[config.mk]
export PLATFORM = sky130hd
export DESIGN_NAME = quadrature_encoder_position_speed_unit
export DESIGN_NICKNAME = d
export VERILOG_FILES = /design/src/qeps_pkg.sv /design/src/qeps_speed_div.sv /design/src/quadrature_encoder_position_speed_unit.sv
export SDC_FILE = /design/constraint.sdc
export NUM_CORES = 2
export LEC_CHECK = 0
export CAP_MARGIN = 20
export CORE_MARGIN = 1.5
export CORE_UTILIZATION = 51
export DETAILED_ROUTE_END_ITERATION = 8
export DONT_BUFFER_PORTS = 1
export PLACE_DENSITY = 0.68
export SYNTH_ARGS = -nofsm -noshare
export SYNTH_HDL_FRONTEND = slang
export SYNTH_SLANG_ARGS = --single-unit
[constraint.sdc]
create_clock -name i_clk -period 12.9 [get_ports i_clk]
set_clock_uncertainty 0.05 [all_clocks]
set_input_delay 2.58 -clock i_clk [delete_from_list [all_inputs] [get_ports i_clk]]
set_output_delay 2.58 -clock i_clk [all_outputs]
set_load 0.005 [all_outputs]
[src/qeps_pkg.sv]
`timescale 1ns / 1ps

package qeps_pkg;

    // Parameter defaults for the top level
    localparam int POSITION_WIDTH_DEF  = 64;
    localparam int SPEED_FRAC_BITS_DEF = 8;
    localparam int TICK_WIDTH_DEF      = 40;

    // Fixed field widths
    localparam int OUT_POS_W  = 64;
    localparam int SPD_W      = 40;
    localparam int CFG16_W    = 16;
    localparam int RATE_W     = 30;
    localparam int CFG_IDX_W  = 2;
    localparam int CFG_DATA_W = 30;

    // Register reset values
    localparam logic [CFG16_W-1:0] PPR_RST  = 16'd7;
    localparam logic [CFG16_W-1:0] GEAR_RST = 16'd1;
    localparam logic               QUAD_RST = 1'b1;
    localparam logic [RATE_W-1:0]  RATE_RST = 30'd1000000;

    // Speed saturation limits
    localparam logic [SPD_W-1:0] SPD_MAX = {1'b0, {(SPD_W-1){1'b1}}};
    localparam logic [SPD_W-1:0] SPD_MIN = {1'b1, {(SPD_W-1){1'b0}}};

    // Configuration register indexes
    typedef enum logic [CFG_IDX_W-1:0] {
        CFG_PPR  = 2'd0,
        CFG_GEAR = 2'd1,
        CFG_QUAD = 2'd2,
        CFG_RATE = 2'd3
    } t_cfg_idx;

    // Item commands; code 3 has no meaning
    typedef enum logic [1:0] {
        CMD_TICK  = 2'd0,
        CMD_SPEED = 2'd1,
        CMD_CLEAR = 2'd2
    } t_cmd;

    typedef enum logic [0:0] {
        TOP_IDLE,
        TOP_CALC
    } t_top_state;

    typedef enum logic [1:0] {
        ENG_IDLE,
        ENG_MUL,
        ENG_DIV,
        ENG_DONE
    } t_eng_state;

    // Control from the top level to the speed engine
    typedef struct packed {
        logic start;
        logic ack;
    } t_eng_ctrl;

endpackage

[src/qeps_speed_div.sv]
`timescale 1ns / 1ps

// Bit-serial speed engine: two shift-and-add multipliers build numerator
// and denominator, then a restoring divider produces one quotient bit per cycle.
module qeps_speed_div #(
    parameter int POSITION_WIDTH  = qeps_pkg::POSITION_WIDTH_DEF,
    parameter int SPEED_FRAC_BITS = qeps_pkg::SPEED_FRAC_BITS_DEF,
    parameter int TICK_WIDTH      = qeps_pkg::TICK_WIDTH_DEF
) (
    input  logic                               i_clk,
    input  logic                               i_rst_n,
    input  qeps_pkg::t_eng_ctrl                i_ctrl,
    input  logic [POSITION_WIDTH-1:0]          i_count,
    input  logic [POSITION_WIDTH-1:0]          i_ref,
    input  logic [TICK_WIDTH-1:0]              i_ticks,
    input  logic [qeps_pkg::CFG16_W-1:0]       i_ppr,
    input  logic [qeps_pkg::CFG16_W-1:0]       i_gear,
    input  logic                               i_quad,
    input  logic [qeps_pkg::RATE_W-1:0]        i_tick_rate,
    output logic                               o_done,
    output logic [qeps_pkg::SPD_W-1:0]         o_speed
);

    localparam int K60_W     = qeps_pkg::RATE_W + 6;
    localparam int K_W       = K60_W + SPEED_FRAC_BITS;
    localparam int PG_W      = 2 * qeps_pkg::CFG16_W;
    localparam int CPR_W     = PG_W + 2;
    localparam int NUM_W     = POSITION_WIDTH + K_W;
    localparam int DEN_W     = CPR_W + TICK_WIDTH;
    localparam int MUL_STEPS = (K_W > CPR_W) ? K_W : CPR_W;
    localparam int CNT_W     = $clog2(NUM_W + 1);
    localparam int SPD_W     = qeps_pkg::SPD_W;

    qeps_pkg::t_eng_state r_state, n_state;
    logic [CNT_W-1:0]          r_cnt;
    logic                      r_neg;
    logic [POSITION_WIDTH-1:0] r_mag;
    logic [NUM_W-1:0]          r_pn;
    logic [DEN_W-1:0]          r_pd;
    logic [DEN_W:0]            r_rem;

    logic [POSITION_WIDTH-1:0] delta, rdelta, mag;
    logic                      neg;
    logic [qeps_pkg::CFG16_W-1:0] ppr1, gear1;
    logic [PG_W-1:0]           pg;
    logic [CPR_W-1:0]          cpr;
    logic [K60_W-1:0]          k60;
    logic [K_W-1:0]            kval;

    logic [POSITION_WIDTH:0]   num_sum;
    logic [NUM_W-1:0]          num_shift;
    logic [TICK_WIDTH:0]       den_sum;
    logic [DEN_W-1:0]          den_shift;
    logic                      num_en, den_en;

    logic [DEN_W:0]            rem_sh;
    logic [DEN_W+1:0]          rem_diff;
    logic                      qbit;

    logic                      over;
    logic [SPD_W-1:0]          qlo;

    // Operand setup: magnitude of the count change, counts per rev, scale
    always_comb begin
        delta  = i_count - i_ref;
        rdelta = i_ref - i_count;
        neg    = delta[POSITION_WIDTH-1];
        mag    = neg ? rdelta : delta;
        ppr1   = (i_ppr == '0) ? qeps_pkg::CFG16_W'(1) : i_ppr;
        gear1  = (i_gear == '0) ? qeps_pkg::CFG16_W'(1) : i_gear;
        pg     = PG_W'(ppr1) * PG_W'(gear1);
        cpr    = i_quad ? {pg, 2'b00} : {1'b0, pg, 1'b0};
        // 60 * rate as 64 * rate - 4 * rate
        k60    = {i_tick_rate, 6'b0} - {4'b0, i_tick_rate, 2'b0};
        kval   = K_W'(k60) << SPEED_FRAC_BITS;
    end

    // Multiply steps: add multiplicand into the high half, shift right
    always_comb begin
        num_en    = r_cnt < CNT_W'(K_W);
        den_en    = r_cnt < CNT_W'(CPR_W);
        num_sum   = {1'b0, r_pn[NUM_W-1:K_W]} + {1'b0, r_mag};
        num_shift = r_pn[0] ? {num_sum, r_pn[K_W-1:1]} : {1'b0, r_pn[NUM_W-1:1]};
        den_sum   = {1'b0, r_pd[DEN_W-1:CPR_W]} + {1'b0, i_ticks};
        den_shift = r_pd[0] ? {den_sum, r_pd[CPR_W-1:1]} : {1'b0, r_pd[DEN_W-1:1]};
    end

    // Divide step: trial subtract of the denominator
    always_comb begin
        rem_sh   = {r_rem[DEN_W-1:0], r_pn[NUM_W-1]};
        rem_diff = {1'b0, rem_sh} - {2'b00, r_pd};
        qbit     = ~rem_diff[DEN_W+1];
    end

    // Saturate and apply sign
    always_comb begin
        over = |r_pn[NUM_W-1:SPD_W-1];
        qlo  = r_pn[SPD_W-1:0];
        if (over) begin
            o_speed = r_neg ? qeps_pkg::SPD_MIN : qeps_pkg::SPD_MAX;
        end else begin
            o_speed = r_neg ? (SPD_W'(0) - qlo) : qlo;
        end
    end

    // Next state
    always_comb begin
        n_state = r_state;
        case (r_state)
            qeps_pkg::ENG_IDLE: begin
                if (i_ctrl.start) n_state = qeps_pkg::ENG_MUL;
            end
            qeps_pkg::ENG_MUL: begin
                if (r_cnt == CNT_W'(MUL_STEPS - 1)) n_state = qeps_pkg::ENG_DIV;
            end
            qeps_pkg::ENG_DIV: begin
                if (r_cnt == CNT_W'(NUM_W - 1)) n_state = qeps_pkg::ENG_DONE;
            end
            qeps_pkg::ENG_DONE: begin
                if (i_ctrl.ack) n_state = qeps_pkg::ENG_IDLE;
            end
            default: n_state = qeps_pkg::ENG_IDLE;
        endcase
    end

    // Outputs
    always_comb begin
        case (r_state)
            qeps_pkg::ENG_DONE: o_done = 1'b1;
            default:            o_done = 1'b0;
        endcase
    end

    // State and step counter
    always_ff @(posedge i_clk) begin
        if (!i_rst_n) begin
            r_state <= qeps_pkg::ENG_IDLE;
            r_cnt   <= '0;
        end else begin
            r_state <= n_state;
            if (r_state != n_state) begin
                r_cnt <= '0;
            end else if (r_state == qeps_pkg::ENG_MUL || r_state == qeps_pkg::ENG_DIV) begin
                r_cnt <= r_cnt + CNT_W'(1);
            end
        end
    end

    // Shift registers
    always_ff @(posedge i_clk) begin
        case (r_state)
            qeps_pkg::ENG_IDLE: begin
                if (i_ctrl.start) begin
                    r_neg <= neg;
                    r_mag <= mag;
                    r_pn  <= NUM_W'(kval);
                    r_pd  <= DEN_W'(cpr);
                    r_rem <= '0;
                end
            end
            qeps_pkg::ENG_MUL: begin
                if (num_en) r_pn <= num_shift;
                if (den_en) r_pd <= den_shift;
            end
            qeps_pkg::ENG_DIV: begin
                r_rem <= qbit ? rem_diff[DEN_W:0] : rem_sh;
                r_pn  <= {r_pn[NUM_W-2:0], qbit};
            end
            default: begin
            end
        endcase
    end

endmodule

[src/quadrature_encoder_position_speed_unit.sv]
`timescale 1ns / 1ps

// Quadrature encoder counter with output-shaft speed. Sample (cmd 0), clear
// (cmd 2) and unused commands load the result register in the cycle after
// acceptance, so the block takes one such item per clock while the result
// register drains. A speed request that computes a new value runs through a
// bit-serial engine: acceptance, then shift-and-add multiply steps, then
// restoring divide steps at one bit per cycle, then delivery once the result
// register has room. Input ready is low meanwhile. The first speed request
// after reset or clear, and one with no tick since the last, answer in the
// cycle after acceptance. Configuration writes are accepted every cycle and
// must only happen while the block is idle.
module quadrature_encoder_position_speed_unit #(
    parameter int POSITION_WIDTH  = qeps_pkg::POSITION_WIDTH_DEF,
    parameter int SPEED_FRAC_BITS = qeps_pkg::SPEED_FRAC_BITS_DEF,
    parameter int TICK_WIDTH      = qeps_pkg::TICK_WIDTH_DEF
) (
    input  logic                                  i_clk,
    input  logic                                  i_rst_n,
    // configuration write channel
    input  logic                                  i_cfg_valid,
    output logic                                  o_cfg_ready,
    input  logic [qeps_pkg::CFG_IDX_W-1:0]        i_cfg_index,
    input  logic [qeps_pkg::CFG_DATA_W-1:0]       i_cfg_data,
    // input item channel
    input  logic                                  i_in_valid,
    output logic                                  o_in_ready,
    input  logic [1:0]                            i_cmd,
    input  logic                                  i_enc_a,
    input  logic                                  i_enc_b,
    // result channel
    output logic                                  o_out_valid,
    input  logic                                  i_out_ready,
    output logic signed [qeps_pkg::OUT_POS_W-1:0] o_position,
    output logic signed [qeps_pkg::SPD_W-1:0]     o_speed_q8,
    output logic                                  o_speed_fresh,
    output logic                                  o_seq_error
);

    localparam int SPD_W = qeps_pkg::SPD_W;

    // configuration
    logic [qeps_pkg::CFG16_W-1:0] r_ppr, r_gear;
    logic                         r_quad;
    logic [qeps_pkg::RATE_W-1:0]  r_rate;

    // counter state
    logic                      r_last_a, n_last_a, r_last_b, n_last_b;
    logic [POSITION_WIDTH-1:0] r_count, n_count, r_ref, n_ref;
    logic [TICK_WIDTH-1:0]     r_ticks, n_ticks;
    logic                      r_seeded, n_seeded;
    logic [SPD_W-1:0]          r_held, n_held;

    // result register
    logic                      r_out_valid, n_out_valid;
    logic [POSITION_WIDTH-1:0] r_out_pos, n_out_pos;
    logic [SPD_W-1:0]          r_out_speed, n_out_speed;
    logic                      r_out_fresh, n_out_fresh;
    logic                      r_out_err, n_out_err;

    qeps_pkg::t_top_state r_state, n_state;
    qeps_pkg::t_eng_ctrl  eng_ctrl;
    logic                 eng_done;
    logic [SPD_W-1:0]     eng_speed;

    logic                      in_accept, out_room, load_out, calc_go;
    logic                      ach, bch, step_up, step_dn, seq_err;
    logic [POSITION_WIDTH-1:0] step_val, tick_count;
    logic [TICK_WIDTH-1:0]     tick_next;

    assign o_cfg_ready = 1'b1;
    assign out_room    = ~r_out_valid | i_out_ready;
    assign in_accept   = i_in_valid & o_in_ready;

    // Line decode for one sample
    always_comb begin
        ach     = i_enc_a ^ r_last_a;
        bch     = i_enc_b ^ r_last_b;
        step_up = 1'b0;
        step_dn = 1'b0;
        seq_err = 1'b0;
        if (r_quad) begin
            if (ach && bch) begin
                seq_err = 1'b1;
            end else if (ach) begin
                step_up = i_enc_a ^ i_enc_b;
                step_dn = ~(i_enc_a ^ i_enc_b);
            end else if (bch) begin
                step_up = ~(i_enc_a ^ i_enc_b);
                step_dn = i_enc_a ^ i_enc_b;
            end
        end else begin
            step_up = ach;
        end
        step_val   = step_up ? POSITION_WIDTH'(1) : (step_dn ? '1 : '0);
        tick_count = r_count + step_val;
        tick_next  = (r_ticks == '1) ? r_ticks : r_ticks + TICK_WIDTH'(1);
    end

    // Item handling and speed write-back
    always_comb begin
        n_count     = r_count;
        n_ref       = r_ref;
        n_ticks     = r_ticks;
        n_seeded    = r_seeded;
        n_held      = r_held;
        n_last_a    = r_last_a;
        n_last_b    = r_last_b;
        load_out    = 1'b0;
        calc_go     = 1'b0;
        n_out_pos   = r_count;
        n_out_speed = r_held;
        n_out_fresh = 1'b0;
        n_out_err   = 1'b0;
        if (in_accept) begin
            case (i_cmd)
                qeps_pkg::CMD_TICK: begin
                    load_out  = 1'b1;
                    n_count   = tick_count;
                    n_last_a  = i_enc_a;
                    n_last_b  = i_enc_b;
                    n_ticks   = tick_next;
                    n_out_pos = tick_count;
                    n_out_err = seq_err;
                end
                qeps_pkg::CMD_SPEED: begin
                    if (!r_seeded) begin
                        load_out    = 1'b1;
                        n_seeded    = 1'b1;
                        n_ref       = r_count;
                        n_ticks     = '0;
                        n_held      = '0;
                        n_out_speed = '0;
                        n_out_fresh = 1'b1;
                    end else if (r_ticks != '0) begin
                        calc_go = 1'b1;
                    end else begin
                        load_out = 1'b1;
                    end
                end
                qeps_pkg::CMD_CLEAR: begin
                    load_out  = 1'b1;
                    n_count   = '0;
                    n_ref     = '0;
                    n_ticks   = '0;
                    n_seeded  = 1'b0;
                    n_out_pos = '0;
                end
                default: begin
                    load_out = 1'b1;
                end
            endcase
        end else if (eng_ctrl.ack) begin
            load_out    = 1'b1;
            n_held      = eng_speed;
            n_ref       = r_count;
            n_ticks     = '0;
            n_out_speed = eng_speed;
            n_out_fresh = 1'b1;
        end
        n_out_valid = load_out | (r_out_valid & ~i_out_ready);
    end

    // Next state
    always_comb begin
        n_state = r_state;
        case (r_state)
            qeps_pkg::TOP_IDLE: begin
                if (calc_go) n_state = qeps_pkg::TOP_CALC;
            end
            qeps_pkg::TOP_CALC: begin
                if (eng_ctrl.ack) n_state = qeps_pkg::TOP_IDLE;
            end
            default: n_state = qeps_pkg::TOP_IDLE;
        endcase
    end

    // Handshake and engine control
    always_comb begin
        eng_ctrl.start = calc_go;
        case (r_state)
            qeps_pkg::TOP_IDLE: begin
                o_in_ready   = out_room;
                eng_ctrl.ack = 1'b0;
            end
            qeps_pkg::TOP_CALC: begin
                o_in_ready   = 1'b0;
                eng_ctrl.ack = eng_done & out_room;
            end
            default: begin
                o_in_ready   = 1'b0;
                eng_ctrl.ack = 1'b0;
            end
        endcase
    end

    // Configuration registers
    always_ff @(posedge i_clk) begin
        if (!i_rst_n) begin
            r_ppr  <= qeps_pkg::PPR_RST;
            r_gear <= qeps_pkg::GEAR_RST;
            r_quad <= qeps_pkg::QUAD_RST;
            r_rate <= qeps_pkg::RATE_RST;
        end else if (i_cfg_valid && o_cfg_ready) begin
            case (i_cfg_index)
                qeps_pkg::CFG_PPR:  r_ppr  <= i_cfg_data[qeps_pkg::CFG16_W-1:0];
                qeps_pkg::CFG_GEAR: r_gear <= i_cfg_data[qeps_pkg::CFG16_W-1:0];
                qeps_pkg::CFG_QUAD: r_quad <= i_cfg_data[0];
                qeps_pkg::CFG_RATE: r_rate <= i_cfg_data[qeps_pkg::RATE_W-1:0];
                default: begin
                end
            endcase
        end
    end

    // Counter state and control
    always_ff @(posedge i_clk) begin
        if (!i_rst_n) begin
            r_state     <= qeps_pkg::TOP_IDLE;
            r_last_a    <= 1'b0;
            r_last_b    <= 1'b0;
            r_count     <= '0;
            r_ref       <= '0;
            r_ticks     <= '0;
            r_seeded    <= 1'b0;
            r_held      <= '0;
            r_out_valid <= 1'b0;
        end else begin
            r_state     <= n_state;
            r_last_a    <= n_last_a;
            r_last_b    <= n_last_b;
            r_count     <= n_count;
            r_ref       <= n_ref;
            r_ticks     <= n_ticks;
            r_seeded    <= n_seeded;
            r_held      <= n_held;
            r_out_valid <= n_out_valid;
        end
    end

    // Result payload
    always_ff @(posedge i_clk) begin
        if (load_out) begin
            r_out_pos   <= n_out_pos;
            r_out_speed <= n_out_speed;
            r_out_fresh <= n_out_fresh;
            r_out_err   <= n_out_err;
        end
    end

    assign o_out_valid   = r_out_valid;
    assign o_position    = qeps_pkg::OUT_POS_W'($signed(r_out_pos));
    assign o_speed_q8    = $signed(r_out_speed);
    assign o_speed_fresh = r_out_fresh;
    assign o_seq_error   = r_out_err;

    qeps_speed_div #(
        .POSITION_WIDTH  (POSITION_WIDTH),
        .SPEED_FRAC_BITS (SPEED_FRAC_BITS),
        .TICK_WIDTH      (TICK_WIDTH)
    ) u_speed (
        .i_clk       (i_clk),
        .i_rst_n     (i_rst_n),
        .i_ctrl      (eng_ctrl),
        .i_count     (r_count),
        .i_ref       (r_ref),
        .i_ticks     (r_ticks),
        .i_ppr       (r_ppr),
        .i_gear      (r_gear),
        .i_quad      (r_quad),
        .i_tick_rate (r_rate),
        .o_done      (eng_done),
        .o_speed     (eng_speed)
    );

endmodule

==> reports/results.tsv <==
metric	value	unit
finalCriticalPeriod	7.58	ns
setup_tns	0	ns
min_path_type	flop to flop	
worstSetupPathType	flop to flop	
status	complete, no violations	
grt_setup_unrepaired	no	
dieArea	121000	sq um
grt_overflow	0	
postCtsHoldBufs	0	
wl_per_cell	20.1	microns
synthArstFlopShare	0	%
cts_buffers	86	
synthXorXnorAreaFrac	5.37	%
start_util	51.5	%
dr.pass1.iters	8	
place.gp.congestion	0.928	
synth_top_family_by_area	compound AO/OA/AOI/OAI gates	
final_area	64700	sq um
post_cts_resized	0	
dp_hpwl	129	mm
area_delta_synth_final	6.35	%
timing.final.crit_share	58.7	%
ys_seq_area_share	30.5	%
drive_gt1_share	4.28	%
grt_max_degree	98	
h-tree-depth	3	
synth_nets	7948	
synthMuxAreaShare	2.67	%
drt_drc_violations_left	0	
final_util	54.8	%
fmax	132	MHz
grt_pass1_wl	274	mm
nets	7687	
numPortBuffers	0	
grt_pass1_vias	50200	
core_area	118000	sq um
drv_cap	0	
antenna_found_initial	3	
cp-end-kind	flop	
start_kind	flop	
yosysWarnings	0	
cts_tree	built	
clkTransAtPathRegs	0.06	ns
irDropWorstVdd	0.139	mV
fp.dieW	348	microns
clock_path_buffers	3	
drtIter0Drc	4067	
via_count	51700	
power_density	104	nW/um^2
cp.required	13.39	ns
synth_area	60800	sq um
clk_latency	0.72	ns
cp_slowest_cell	dfxtp_1	
slew_violations	0	
slowest_delay	0.56	ns
cts_setup_buffers	0	
setup_viol	0	
synthCells	7197	
synth_ff_type	edfxtp_1	
synth_edf_count	427	
track_usage	27.9	%
crit_family	adder cells	
routed_wl	172	mm
rows	126	
hold_viol_final	0	
clkSinkCount	712	
synth.distinct_cells	88	
synthAdderAreaFrac	17.1	%
avgSynthCellArea	8.45	sq um
worst_slew_pin_slew	1.14	ns
worst-endpoint-arrival	8.06	ns
dpl_cell_area	61700	sq um
crit_buf_inv	6	
ant_nets	0	
p_leak	27.8	nW
crit_path_max_fanout	18	
avgViaCountPerCell	6.05	
synthSimpleGateAreaFrac	17.5	%
synth_compound_area_share	20.8	%
cts-root-buf	clkbuf_16	
relSlewSlack	23.5	%
die_h	348	microns
io-pin-count	150	
synth-seq-cells	712	
==> path summary, 6_finish.rpt <==
path	depth (start not counted)	slack, ns	to	startpoint
min	2	0.41	r_ref[63]	r_ref[63]
min reg2reg	2	0.41	r_ref[63]	r_ref[63]
max reg2reg	28	5.32	u_speed.r_pd[31]	r_ppr[2]
max	28	5.32	u_speed.r_pd[31]	r_ppr[2]
==> synthesized netlist by cell type (all sizes together), types with 38 or more instances <==
library cell	number	area, sq um
nor2	456	1710
a211oi	70	526
edfxtp	427	12800
nand3	236	1180
or3	43	287
nor4	45	282
nor3	92	472
fa	200	4000
xnor2	221	1940
nand2b	77	482
xor2	152	1330
o21a	42	315
a22oi	38	285
o21bai	90	676
o31ai	47	353
nor2b	59	369
a21oi	691	3460
a31oi	52	325
mux2i	142	1420
inv	581	2180
a21o	262	1970
o21ai	387	1950
buf	38	156
ha	510	6380
clkbuf	366	1370
a221oi	42	368
nand4	106	663
nand2	817	3070
and2	206	1290
and3	44	275
dfxtp	285	5710
==> worst reg2reg max path, delay by kind of cell, from the launching register on <==
kind                       cells  cell delay [ns]
muxes                          1             0.10
and+or+nand+nor                2             0.56
adders and majority gates      7             3.00
AOI/OAI and AO/OA             11             2.48
buffers and inverters          6             0.51
DFF                            1             0.56
xor gates and xnor gates       1             0.18
==> report_power, final <==
part | switching (mW) | leakage (nW) | internal (mW)
Sequential | 0.108 | 6.49 | 2.56
Combinational | 0.968 | 19.9 | 0.586
Clock | 1.06 | 1.41 | 1.46
Total | 2.13 | 27.8 | 4.61
==> layout by cell type (no fill, tap or decap), types with 21 or more instances in the layout <==
cell and count:
nand2_1 814, a21oi_1 691, inv_1 578, ha_1 508, nor2_1 454, edfxtp_1 427, o21ai_0 382, dfxtp_1 284
a21o_1 261, nand3_1 235, xnor2_1 221, and2_1 205, fa_1 200, xor2_1 152, mux2i_1 142, nand4_1 106
o21bai_1 90, nor3_1 90, clkbuf_16 87, nand2b_1 77, a211oi_1 69, nor2b_1 59, buf_4 52, a31oi_1 51
o31ai_1 46, nor4_1 45, and3_1 43, a221oi_1 42, o21a_1 42, or3_1 38, a22oi_1 38, o211ai_1 35
a211o_1 21, or2_2 21
==> logic make-up after synthesis <==
kind of cell,Yosys count
mux,160
compound gates,2002
fa+ha+maj,710
buf+inv,987
other cells,1
xor+xnor,373
flops,712
simple gates,2252
==> metrics by stage <==
step           power (mW)  setup WS, ns  hold slack (ns)  std cells
2_1_floorplan        3.84         0.548            0.386       7197
3_3_place_gp         4.23          5.40            0.393       8381
3_5_place_dp         4.25          5.35            0.408       8382
4_1_cts              6.77          5.36            0.415       8544
5_1_grt              7.03          4.83            0.436       8546
6_report             6.74          5.32            0.414       8547
==> layer usage <==
metal  vias up  track usage (%)  share of wire [%]
li1      25000                -                  -
met5         -                0             0.0076
met3       341             4.12                5.5
met4         2             11.2                4.2
met2      1506             46.4                 47
met1     24900             36.5                 44
==> registers in the layout, summed over array words and instances, names as in the netlist, 30 cells and up <==
name and count:
u_speed.r_pn 108, u_speed.r_pd 74, u_speed.r_rem 74, o_position 64, r_count 64, r_ref 64
u_speed.r_mag 64, o_speed_q8 40, r_held 40, r_ticks 40, r_rate 30
==> layout make-up <==
class / count / area (sq um)
timing repair buffer: 55 / 424
fill: 10800 / 53400
clock inverter: 55 / 593
sequential: 712 / 18500
tap: 1536 / 1920
inverter: 583 / 2190
antenna: 1 / 2.50
clock buffer: 107 / 2300
multi-input combinational: 5498 / 38700
No activity file was read; power rests on OpenSTA's default activity.
